## src/hdl/lcar_pkg.sv

```systemverilog
package lcar_pkg;

    // Command codes carried in the operation field
    localparam logic [2:0] OP_TICK    = 3'd0;
    localparam logic [2:0] OP_MEASURE = 3'd1;
    localparam logic [2:0] OP_TARE    = 3'd2;
    localparam logic [2:0] OP_PWR_DN  = 3'd3;
    localparam logic [2:0] OP_PWR_UP  = 3'd4;

    // Configuration register indexes
    localparam logic REG_GAIN_PULSES = 1'b0;
    localparam logic REG_SCALE_RECIP = 1'b1;

    localparam int CNT_W   = 8;
    localparam int AVG_W   = 24;
    localparam int WGT_W   = 32;
    localparam int SCALE_W = 32;

    // Datapath commands issued by the sequencer
    typedef struct packed {
        logic             clear_sum;
        logic             clear_shift;
        logic             shift_in;
        logic             dout;
        logic             accumulate;
        logic             div_load;
        logic             div_step;
        logic             div_fix;
        logic             tare;
        logic             mul;
        logic [CNT_W-1:0] divisor;
    } t_dp_cmd;

    // Result beat control from the sequencer
    typedef struct packed {
        logic load;
        logic sck;
        logic busy;
        logic done;
    } t_res_ctl;

endpackage

```

## src/hdl/load_cell_adc_reader.sv

```systemverilog
// Channel   Dir  Beat contents
// s_axis    in   one converter clock half-period tick: command, count, data pin
// m_axis    out  one result per tick: clock level, busy, done, average, weight
// cfg       in   write-only registers: 0 gain_pulses, 1 scale_reciprocal
//
// Sequencing: each tick's beat is loaded as the tick is taken, except the tick
// that ends a measure or tare, whose beat waits while the result is computed:
// a divider load, ADC_BITS+8 one-bit steps dividing the sum by the sample
// count, then sign fix, multiply and saturate.
// Reset: i_rst_n synchronous, active low; idle with the converter clock low.
// Stalls: take a tick only outside that computation and while the output beat
// is empty or being taken; a finished result also waits for the output beat.
module load_cell_adc_reader
    import lcar_pkg::*;
#(
    parameter int ADC_BITS    = 24,
    parameter int MAX_SAMPLES = 255
) (
    input  logic        i_clk,
    input  logic        i_rst_n,
    // [2:0] operation, [10:3] sample_count, [11] dout_level, [15:12] zero
    input  logic        s_axis_tvalid,
    output logic        s_axis_tready,
    input  logic [15:0] s_axis_tdata,
    // [0] sck_level, [1] busy_res, [2] done_res, [26:3] average_value,
    // [58:27] weight, [63:59] zero
    output logic        m_axis_tvalid,
    input  logic        m_axis_tready,
    output logic [63:0] m_axis_tdata,
    input  logic        i_cfg_we,
    input  logic        i_cfg_addr,
    input  logic [31:0] i_cfg_wdata
);

    logic [1:0]         r_gain;
    logic [SCALE_W-1:0] r_scale;
    logic               r_out_valid;
    logic [63:0]        r_out_data;

    logic                    ctl_ready;
    logic                    out_free;
    logic                    in_fire;
    t_dp_cmd                 dp_cmd;
    t_res_ctl                res;
    logic signed [AVG_W-1:0] dp_avg;
    logic signed [WGT_W-1:0] dp_weight;
    logic [AVG_W-1:0]        beat_avg;
    logic [WGT_W-1:0]        beat_weight;

    // take a tick only when its beat has somewhere to go
    assign out_free      = !r_out_valid || m_axis_tready;
    assign s_axis_tready = ctl_ready && out_free;
    assign in_fire       = s_axis_tvalid && s_axis_tready;

    lcar_ctrl #(
        .ADC_BITS    (ADC_BITS),
        .MAX_SAMPLES (MAX_SAMPLES)
    ) u_ctrl (
        .i_clk      (i_clk),
        .i_rst_n    (i_rst_n),
        .i_in_fire  (in_fire),
        .i_op       (s_axis_tdata[2:0]),
        .i_count    (s_axis_tdata[10:3]),
        .i_dout     (s_axis_tdata[11]),
        .i_gain     (r_gain),
        .i_res_free (out_free),
        .o_ready    (ctl_ready),
        .o_cmd      (dp_cmd),
        .o_res      (res)
    );

    lcar_dp #(
        .ADC_BITS (ADC_BITS)
    ) u_dp (
        .i_clk    (i_clk),
        .i_rst_n  (i_rst_n),
        .i_cmd    (dp_cmd),
        .i_scale  (r_scale),
        .o_avg    (dp_avg),
        .o_weight (dp_weight)
    );

    // configuration writes land directly, no handshake
    always_ff @(posedge i_clk) begin
        if (!i_rst_n) begin
            r_gain  <= 2'd1;
            r_scale <= SCALE_W'(32'h0100_0000);
        end else if (i_cfg_we) begin
            unique case (i_cfg_addr)
                REG_GAIN_PULSES: r_gain  <= i_cfg_wdata[1:0];
                REG_SCALE_RECIP: r_scale <= i_cfg_wdata;
                default:         r_scale <= r_scale;
            endcase
        end
    end

    // average and weight are only meaningful on the finishing beat
    assign beat_avg    = res.done ? dp_avg : '0;
    assign beat_weight = res.done ? dp_weight : '0;

    // output register: load a beat, drop it once taken
    always_ff @(posedge i_clk) begin
        if (!i_rst_n) begin
            r_out_valid <= 1'b0;
        end else if (res.load) begin
            r_out_valid <= 1'b1;
        end else if (m_axis_tready) begin
            r_out_valid <= 1'b0;
        end
    end

    always_ff @(posedge i_clk) begin
        if (res.load) begin
            r_out_data <= {5'd0, beat_weight, beat_avg, res.done, res.busy, res.sck};
        end
    end

    assign m_axis_tvalid = r_out_valid;
    assign m_axis_tdata  = r_out_data;

    a_load_into_free: assert property (@(posedge i_clk) disable iff (!i_rst_n)
        res.load |-> (!r_out_valid || m_axis_tready))
        else $error("result beat overwritten before it was taken");

    a_done_not_busy: assert property (@(posedge i_clk) disable iff (!i_rst_n)
        (m_axis_tvalid && m_axis_tdata[2]) |-> !m_axis_tdata[1])
        else $error("finishing beat still flagged busy");

endmodule

```

## src/hdl/lcar_ctrl.sv

```systemverilog
module lcar_ctrl
    import lcar_pkg::*;
#(
    parameter int ADC_BITS    = 24,
    parameter int MAX_SAMPLES = 255
) (
    input  logic       i_clk,
    input  logic       i_rst_n,
    input  logic       i_in_fire,
    input  logic [2:0] i_op,
    input  logic [7:0] i_count,
    input  logic       i_dout,
    input  logic [1:0] i_gain,
    input  logic       i_res_free,
    output logic       o_ready,
    output t_dp_cmd    o_cmd,
    output t_res_ctl   o_res
);

    localparam int SUM_W  = ADC_BITS + CNT_W;
    localparam int BC_W   = $clog2(ADC_BITS + 1);
    localparam int STEP_W = $clog2(SUM_W);

    localparam logic [3:0] PH_IDLE = 4'd0;
    localparam logic [3:0] PH_DOWN = 4'd1;
    localparam logic [3:0] PH_WAIT = 4'd2;
    localparam logic [3:0] PH_DHI  = 4'd3;
    localparam logic [3:0] PH_DLO  = 4'd4;
    localparam logic [3:0] PH_GHI  = 4'd5;
    localparam logic [3:0] PH_GLO  = 4'd6;
    localparam logic [3:0] PH_LOAD = 4'd7;
    localparam logic [3:0] PH_DIV  = 4'd8;
    localparam logic [3:0] PH_FIX  = 4'd9;
    localparam logic [3:0] PH_MUL  = 4'd10;
    localparam logic [3:0] PH_SAT  = 4'd11;

    logic [3:0]        r_phase, n_phase;
    logic [BC_W-1:0]   r_bit, n_bit;
    logic [1:0]        r_gpc, n_gpc;
    logic [CNT_W-1:0]  r_left, n_left;
    logic [CNT_W-1:0]  r_target, n_target;
    logic              r_tare, n_tare;
    logic [STEP_W-1:0] r_step, n_step;
    logic [CNT_W-1:0]  req_n;

    assign o_ready = (r_phase <= PH_GLO);

    always_comb begin
        req_n = (i_count == '0) ? CNT_W'(1) : i_count;
        if (req_n > CNT_W'(MAX_SAMPLES)) begin
            req_n = CNT_W'(MAX_SAMPLES);
        end
    end

    always_comb begin
        n_phase  = r_phase;
        n_bit    = r_bit;
        n_gpc    = r_gpc;
        n_left   = r_left;
        n_target = r_target;
        n_tare   = r_tare;
        n_step   = r_step;
        o_cmd    = '0;
        o_cmd.divisor = r_target;
        o_cmd.dout    = i_dout;
        o_cmd.tare    = r_tare;
        o_res    = '0;
        if (i_in_fire) begin
            o_res.load = 1'b1;
            o_res.busy = 1'b1;
            unique case (r_phase)
                PH_WAIT: begin
                    if (!i_dout) begin
                        n_phase = PH_DHI;
                        n_bit   = '0;
                        o_cmd.clear_shift = 1'b1;
                    end
                end
                PH_DHI: begin
                    o_res.sck      = 1'b1;
                    o_cmd.shift_in = 1'b1;
                    n_bit          = r_bit + BC_W'(1);
                    n_phase        = PH_DLO;
                end
                PH_DLO: begin
                    if (r_bit >= BC_W'(ADC_BITS)) begin
                        n_gpc   = (i_gain == 2'd0) ? 2'd1 : i_gain;
                        n_phase = PH_GHI;
                    end else begin
                        n_phase = PH_DHI;
                    end
                end
                PH_GHI: begin
                    o_res.sck = 1'b1;
                    n_phase   = PH_GLO;
                end
                PH_GLO: begin
                    n_gpc = r_gpc - 2'd1;
                    if (n_gpc != 2'd0) begin
                        n_phase = PH_GHI;
                    end else begin
                        o_cmd.accumulate = 1'b1;
                        n_left = r_left - CNT_W'(1);
                        if (n_left != '0) begin
                            n_phase = PH_WAIT;
                        end else begin
                            // hold the beat until the average and weight are ready
                            o_res.load = 1'b0;
                            n_phase    = PH_LOAD;
                        end
                    end
                end
                default: begin
                    o_res.busy = 1'b0;
                    priority if (i_op == OP_MEASURE || i_op == OP_TARE) begin
                        n_tare   = (i_op == OP_TARE);
                        n_target = req_n;
                        n_left   = req_n;
                        n_bit    = '0;
                        n_phase  = PH_WAIT;
                        o_cmd.clear_sum   = 1'b1;
                        o_cmd.clear_shift = 1'b1;
                        o_res.busy = 1'b1;
                    end else if (i_op == OP_PWR_DN) begin
                        n_phase   = PH_DOWN;
                        o_res.sck = 1'b1;
                    end else if (i_op == OP_PWR_UP) begin
                        n_phase = PH_IDLE;
                    end else begin
                        o_res.sck = (r_phase == PH_DOWN);
                    end
                end
            endcase
        end else begin
            unique case (r_phase)
                PH_LOAD: begin
                    o_cmd.div_load = 1'b1;
                    n_step  = '0;
                    n_phase = PH_DIV;
                end
                PH_DIV: begin
                    o_cmd.div_step = 1'b1;
                    n_step = r_step + STEP_W'(1);
                    if (r_step == STEP_W'(SUM_W - 1)) begin
                        n_phase = PH_FIX;
                    end
                end
                PH_FIX: begin
                    o_cmd.div_fix = 1'b1;
                    n_phase = PH_MUL;
                end
                PH_MUL: begin
                    o_cmd.mul = 1'b1;
                    n_phase   = PH_SAT;
                end
                PH_SAT: begin
                    // hold the finished result until the output register is free
                    if (i_res_free) begin
                        o_res.load = 1'b1;
                        o_res.done = 1'b1;
                        n_phase    = PH_IDLE;
                    end
                end
                default: begin
                    n_phase = r_phase;
                end
            endcase
        end
    end

    always_ff @(posedge i_clk) begin
        if (!i_rst_n) begin
            r_phase  <= PH_IDLE;
            r_bit    <= '0;
            r_gpc    <= '0;
            r_left   <= '0;
            r_target <= CNT_W'(1);
            r_tare   <= 1'b0;
            r_step   <= '0;
        end else begin
            r_phase  <= n_phase;
            r_bit    <= n_bit;
            r_gpc    <= n_gpc;
            r_left   <= n_left;
            r_target <= n_target;
            r_tare   <= n_tare;
            r_step   <= n_step;
        end
    end

    a_fix_after_div: assert property (@(posedge i_clk) disable iff (!i_rst_n)
        (r_phase == PH_FIX) |->
            ($past(r_phase) == PH_DIV && $past(r_step) == STEP_W'(SUM_W - 1)))
        else $error("division finished early");

    a_no_accept_in_calc: assert property (@(posedge i_clk) disable iff (!i_rst_n)
        i_in_fire |-> o_ready)
        else $error("tick accepted while computing");

endmodule

```

## src/hdl/lcar_dp.sv

```systemverilog
module lcar_dp
    import lcar_pkg::*;
#(
    parameter int ADC_BITS = 24
) (
    input  logic                     i_clk,
    input  logic                     i_rst_n,
    input  t_dp_cmd                  i_cmd,
    input  logic [SCALE_W-1:0]       i_scale,
    output logic signed [AVG_W-1:0]  o_avg,
    output logic signed [WGT_W-1:0]  o_weight
);

    localparam int SUM_W  = ADC_BITS + CNT_W;
    localparam int PROD_W = ADC_BITS + 1 + SCALE_W + 1;
    localparam int SH_W   = PROD_W - 8;

    logic signed [ADC_BITS-1:0] r_shift;
    logic signed [SUM_W-1:0]    r_sum;
    logic signed [ADC_BITS-1:0] r_offset;
    logic [SUM_W-1:0]           r_quo;
    logic [CNT_W-1:0]           r_rem;
    logic                       r_neg;
    logic signed [ADC_BITS-1:0] r_avg;
    logic                       r_tare;
    logic signed [PROD_W-1:0]   r_prod;

    logic [CNT_W:0]             rem_sh;
    logic [CNT_W:0]             rem_sub;
    logic [SUM_W-1:0]           quo_signed;
    logic signed [ADC_BITS:0]   diff;
    logic signed [SCALE_W:0]    scale_s;
    logic signed [SH_W-1:0]     prod_sh;
    logic [SH_W-WGT_W:0]        prod_hi;
    logic signed [WGT_W-1:0]    sat;

    assign rem_sh     = {r_rem, r_quo[SUM_W-1]};
    assign rem_sub    = rem_sh - {1'b0, i_cmd.divisor};
    assign quo_signed = r_neg ? (~r_quo + SUM_W'(1)) : r_quo;
    assign diff       = (ADC_BITS+1)'(r_avg) - (ADC_BITS+1)'(r_offset);
    assign scale_s    = {1'b0, i_scale};

    // Q8.24 product down to Q16.16, floor, then clamp to 32 bits
    assign prod_sh = SH_W'(r_prod >>> 8);
    assign prod_hi = prod_sh[SH_W-1:WGT_W-1];
    always_comb begin
        if ((&prod_hi) || !(|prod_hi)) begin
            sat = prod_sh[WGT_W-1:0];
        end else if (prod_sh[SH_W-1]) begin
            sat = {1'b1, {(WGT_W-1){1'b0}}};
        end else begin
            sat = {1'b0, {(WGT_W-1){1'b1}}};
        end
    end

    assign o_avg    = AVG_W'(r_avg);
    assign o_weight = r_tare ? '0 : sat;

    always_ff @(posedge i_clk) begin
        if (!i_rst_n) begin
            r_offset <= '0;
        end else if (i_cmd.div_fix && i_cmd.tare) begin
            r_offset <= quo_signed[ADC_BITS-1:0];
        end
    end

    always_ff @(posedge i_clk) begin
        if (i_cmd.clear_shift) begin
            r_shift <= '0;
        end else if (i_cmd.shift_in) begin
            r_shift <= {r_shift[ADC_BITS-2:0], i_cmd.dout};
        end

        if (i_cmd.clear_sum) begin
            r_sum <= '0;
        end else if (i_cmd.accumulate) begin
            r_sum <= r_sum + SUM_W'(r_shift);
        end

        // restoring divide on the magnitude, one quotient bit a cycle
        if (i_cmd.div_load) begin
            r_neg <= r_sum[SUM_W-1];
            r_quo <= r_sum[SUM_W-1] ? (~r_sum + SUM_W'(1)) : r_sum;
            r_rem <= '0;
        end else if (i_cmd.div_step) begin
            if (!rem_sub[CNT_W]) begin
                r_rem <= rem_sub[CNT_W-1:0];
                r_quo <= {r_quo[SUM_W-2:0], 1'b1};
            end else begin
                r_rem <= rem_sh[CNT_W-1:0];
                r_quo <= {r_quo[SUM_W-2:0], 1'b0};
            end
        end

        if (i_cmd.div_fix) begin
            r_avg  <= quo_signed[ADC_BITS-1:0];
            r_tare <= i_cmd.tare;
        end

        if (i_cmd.mul) begin
            r_prod <= diff * scale_s;
        end
    end

endmodule

```

## config.mk

```make
export PLATFORM = sky130hd
export DESIGN_NAME = load_cell_adc_reader
export DESIGN_NICKNAME = d
export VERILOG_FILES = /design/src/hdl/lcar_pkg.sv /design/src/hdl/load_cell_adc_reader.sv /design/src/hdl/lcar_ctrl.sv /design/src/hdl/lcar_dp.sv
export SDC_FILE = /design/constraint.sdc
export NUM_CORES = 2
export LEC_CHECK = 0
export BUFFER_PORTS_ARGS = -buffer_cell sky130_fd_sc_hd__clkbuf_2
export CAP_MARGIN = 25
export CORE_MARGIN = 10
export CORE_UTILIZATION = 60
export CTS_BUF_LIST = sky130_fd_sc_hd__clkbuf_8 sky130_fd_sc_hd__clkbuf_16
export CTS_CLUSTER_DIAMETER = 100
export DETAILED_ROUTE_END_ITERATION = 10
export GPL_ROUTABILITY_DRIVEN = 1
export GPL_TIMING_DRIVEN = 0
export PLACE_DENSITY = 0.83
export SLEW_MARGIN = 20
export SYNTH_ARGS = -nofsm -noshare
export SYNTH_HDL_FRONTEND = slang
export SYNTH_HIERARCHICAL = 1
export SYNTH_SLANG_ARGS = --single-unit
```

## constraint.sdc

```tcl
create_clock -name i_clk -period 11.9 [get_ports i_clk]
set_input_delay 2.38 -clock i_clk [delete_from_list [all_inputs] [get_ports i_clk]]
set_output_delay 2.38 -clock i_clk [all_outputs]
set_load 0.005 [all_outputs]
```

==> results.json <==
{
  "fin_worst_skew_ns": 0.01908,
  "fmax_mhz": 87.32,
  "dr_pass1_iterations": 9,
  "dr_total_vias": 33990,
  "power_density_nw_per_um2": 121.7,
  "ys_seq_elements": 323,
  "synth.top_cells.by_count": "inv_1, fa_1, nand2_1, and2_1, ha_1",
  "detail_route.vias_per_cell": 5.926,
  "start_kind": "flip-flop",
  "clock_latency_ns": 0.55,
  "worst_hold_path_type": "flip-flop to flip-flop",
  "drive_above_1_share_pct": 5.677,
  "number_of_hold_slack_violations_in_the_final_timing_report": 0,
  "grt_pass1_wl_mm": 204.5,
  "wl_mm": 133.9,
  "cts-buffers-inserted": 34,
  "grt_start_max_net_pins": 51,
  "nNetsFinal": 5803,
  "setup_repair_after_global_routing_missed_its_margin": "no",
  "clock_tree.root_cell": "clkbuf_16",
  "syn_avg_cell_area_um2": 9.230,
  "grt_antenna_before_repair": 9,
  "final-instance-count-excl-fill": 5735,
  "criticalPathCategory": "flip-flop to flip-flop",
  "area_growth_pct": 6.931,
  "io_pins": 120,
  "cts.htree.levels": 2,
  "placer_congestion": 1.067,
  "cp_data_required_time_ns": 12.19,
  "clockBufferDepth": 3,
  "cts.repair.resized": 0,
  "post-cts-setup-buffer-count": 0,
  "synth.most_common_cell": "inv_1",
  "synth.largest_area_cell": "fa_1",
  "row_count": 97,
  "detail_route.iter0.violations": 3858,
  "critical_path.max_stage_delay_ns": 0.72,
  "cp.arrival_ns": 11.74,
  "start_util_pct": 60.63,
  "cts.clk_slew.worst_paths_ns": 0.06,
  "drc": 0,
  "final.hold.worst_slack_ns": 0.4482,
  "dp_cells": 5669,
  "path_max_fanout": 10,
  "ys_warn_count": 6,
  "setup.worst_path.end_class": "flip-flop",
  "max-slew-margin-rel_pct": 17.35,
  "finalSetupViolations": 0,
  "critical_path.most_common_cell": "fa_1",
  "hpwlAfterDp_mm": 108.5,
  "netlist.area_leader.share_pct": 32.43,
  "drtAntennaViolNets": 0,
  "yosysUniqueCellTypes": 89,
  "synthArstFlopShare_pct": 0,
  "power_mw": 5.533,
  "period_utilization_post_route_pct": 96.24,
  "core_region_area_um2": 70150,
  "power_leakage_nw": 21.52,
  "grt_overflow": 0,
  "peakVddDrop_uv": 179.8,
  "place.port_buffers": 108,
  "layout_min_cycle_time_ns": 11.45,
  "synth_edf_count": 167,
  "number_of_instances_in_the_synthesized_netlist": 4608,
  "die_area_um2": 81940,
  "final-max-slew-violation-count": 0,
  "synth_flop_type": "edfxtp_1",
  "synthTopCellsByArea": "fa_1, edfxtp_1, ha_1",
  "status": "finished, final reports clean",
  "max_cap_viol_count": 0,
  "syn_area_um2": 42530,
  "die_width_um": 286.3,
  "crit_path_top_delay_cell": "fa_1",
  "mean_routed_wirelength_per_cell_um": 23.34,
  "tritoncts": "yes",
  "worst_slew_pin_slew_ns": 1.231,
  "track_usage_pct": 32.78,
  "cts_num_sinks": 323,
  "seq_area_frac_synth_pct": 19.13,
  "holdBufCountCts": 0,
  "vias_in_the_first_global_route": 34910,
  "floorplan.die.height_um": 286.3,
  "layout.core_utilization_pct": 64.83,
  "setup-tns-final_ns": 0
}
## per-stage QoR
| stage | setup WS (ns) | instance area, µm² |
|---|---|---|
| global route | 0.02401 | 45470 |
| finish | 0.4479 | 45480 |
| CTS | 0.5042 | 45450 |
| detailed placement | 0.5821 | 44400 |
| global placement | 0.4978 | 44270 |
| floorplan | 2.970 | 42550 |
## cell usage in the layout, fill, tap and decap left out, types with 82 or more instances in the layout
cell,netlist,routed
inv_1,793,798
nor2_1,226,226
edfxtp_1,167,167
clkbuf_2,0,111
ha_1,295,295
nor2b_1,82,82
mux2i_1,82,82
a21oi_1,187,187
dfxtp_1,156,156
xnor2_1,88,87
and2_1,303,302
nand2_1,632,632
fa_1,689,689
clkbuf_1,207,203
## area by class of cell
| type | instances | area [µm²] |
|---|---|---|
| clock inverters | 26 | 176.4 |
| plain buffers | 246 | 1070 |
| flip-flops and latches | 323 | 8138 |
| fillers | 5752 | 24670 |
| well taps | 940 | 1176 |
| multi-input cells | 3249 | 30410 |
| inverters | 794 | 2980 |
| repair buffers | 117 | 646.9 |
| diodes | 4 | 10.01 |
| clock buffers | 36 | 878.3 |
## critical path: cells and delay by family (launching register included)
family                     cells  cell delay [ns]
adders and majority gates     10             4.65
buffers and inverters          6             0.79
xor gates and xnor gates       2             0.61
DFF                            1             0.38
AOI/OAI and AO/OA             13             4.15
and+or+nand+nor                5             0.58
## where the power goes
group          switching (mW)  internal [mW]
logic                    2.04           1.14
registers              0.0389           1.30
clock network           0.476          0.544
total                    2.55           2.98
## final timing paths
| kind | startpoint | endpoint | slack (ns) | cells past startpoint |
|---|---|---|---|---|
| worst max-delay path | u_dp/o_avg[0]$_DFFE_PP_ | u_dp/r_prod[52]$_DFFE_PP_ | 0.45 | 36 |
| worst min-delay path | u_ctrl/r_step[3]$_SDFFE_PN0P_ | u_ctrl/r_step[3]$_SDFFE_PN0P_ | 0.45 | 1 |
| worst max register to register | u_dp/o_avg[0]$_DFFE_PP_ | u_dp/r_prod[52]$_DFFE_PP_ | 0.45 | 36 |
| worst min register to register | u_ctrl/r_step[3]$_SDFFE_PN0P_ | u_ctrl/r_step[3]$_SDFFE_PN0P_ | 0.45 | 1 |
## per-layer routing
| layer | part of all wire [%] | track usage (%) | wire [µm] | vias up |
|---|---|---|---|---|
| li1 | - | - | - | 14810 |
| met1 | 38 | 41.72 | 50530 | 16790 |
| met2 | 44 | 50.14 | 58760 | 1922 |
| met3 | 12 | 9.136 | 15820 | 457 |
| met4 | 6.5 | 18.31 | 8721 | 6 |
| met5 | 0.036 | 0 | 48 | - |
## cell families (layout without fill, tap and decap cells)
kind of cell | after synthesis | in the layout | synth area share [%]
and+or+nand+nor | 1492 | 1492 | 17.08
buffers and inverters | 1040 | 1219 | 9.513
adders and majority gates | 984 | 984 | 41.11
AOI/OAI and AO/OA | 527 | 527 | 7.949
DFF | 323 | 323 | 19.13
xor gates and xnor gates | 158 | 158 | 3.254
muxes | 83 | 83 | 1.956
other | 1 | 9 | 0.008817
## flip-flops by register name, summed over array words and instances, names as in the netlist, 8 cells and up
register,cells
u_dp/r_rem,8
u_ctrl/r_target,8
u_dp/r_sum,32
m_axis_tdata,59
u_dp/r_offset,24
u_dp/r_prod,50
u_dp/o_avg,24
r_scale,32
u_dp/r_quo,32
u_ctrl/r_left,8
u_dp/r_shift,24
No activity file was read; power rests on OpenSTA's default activity.
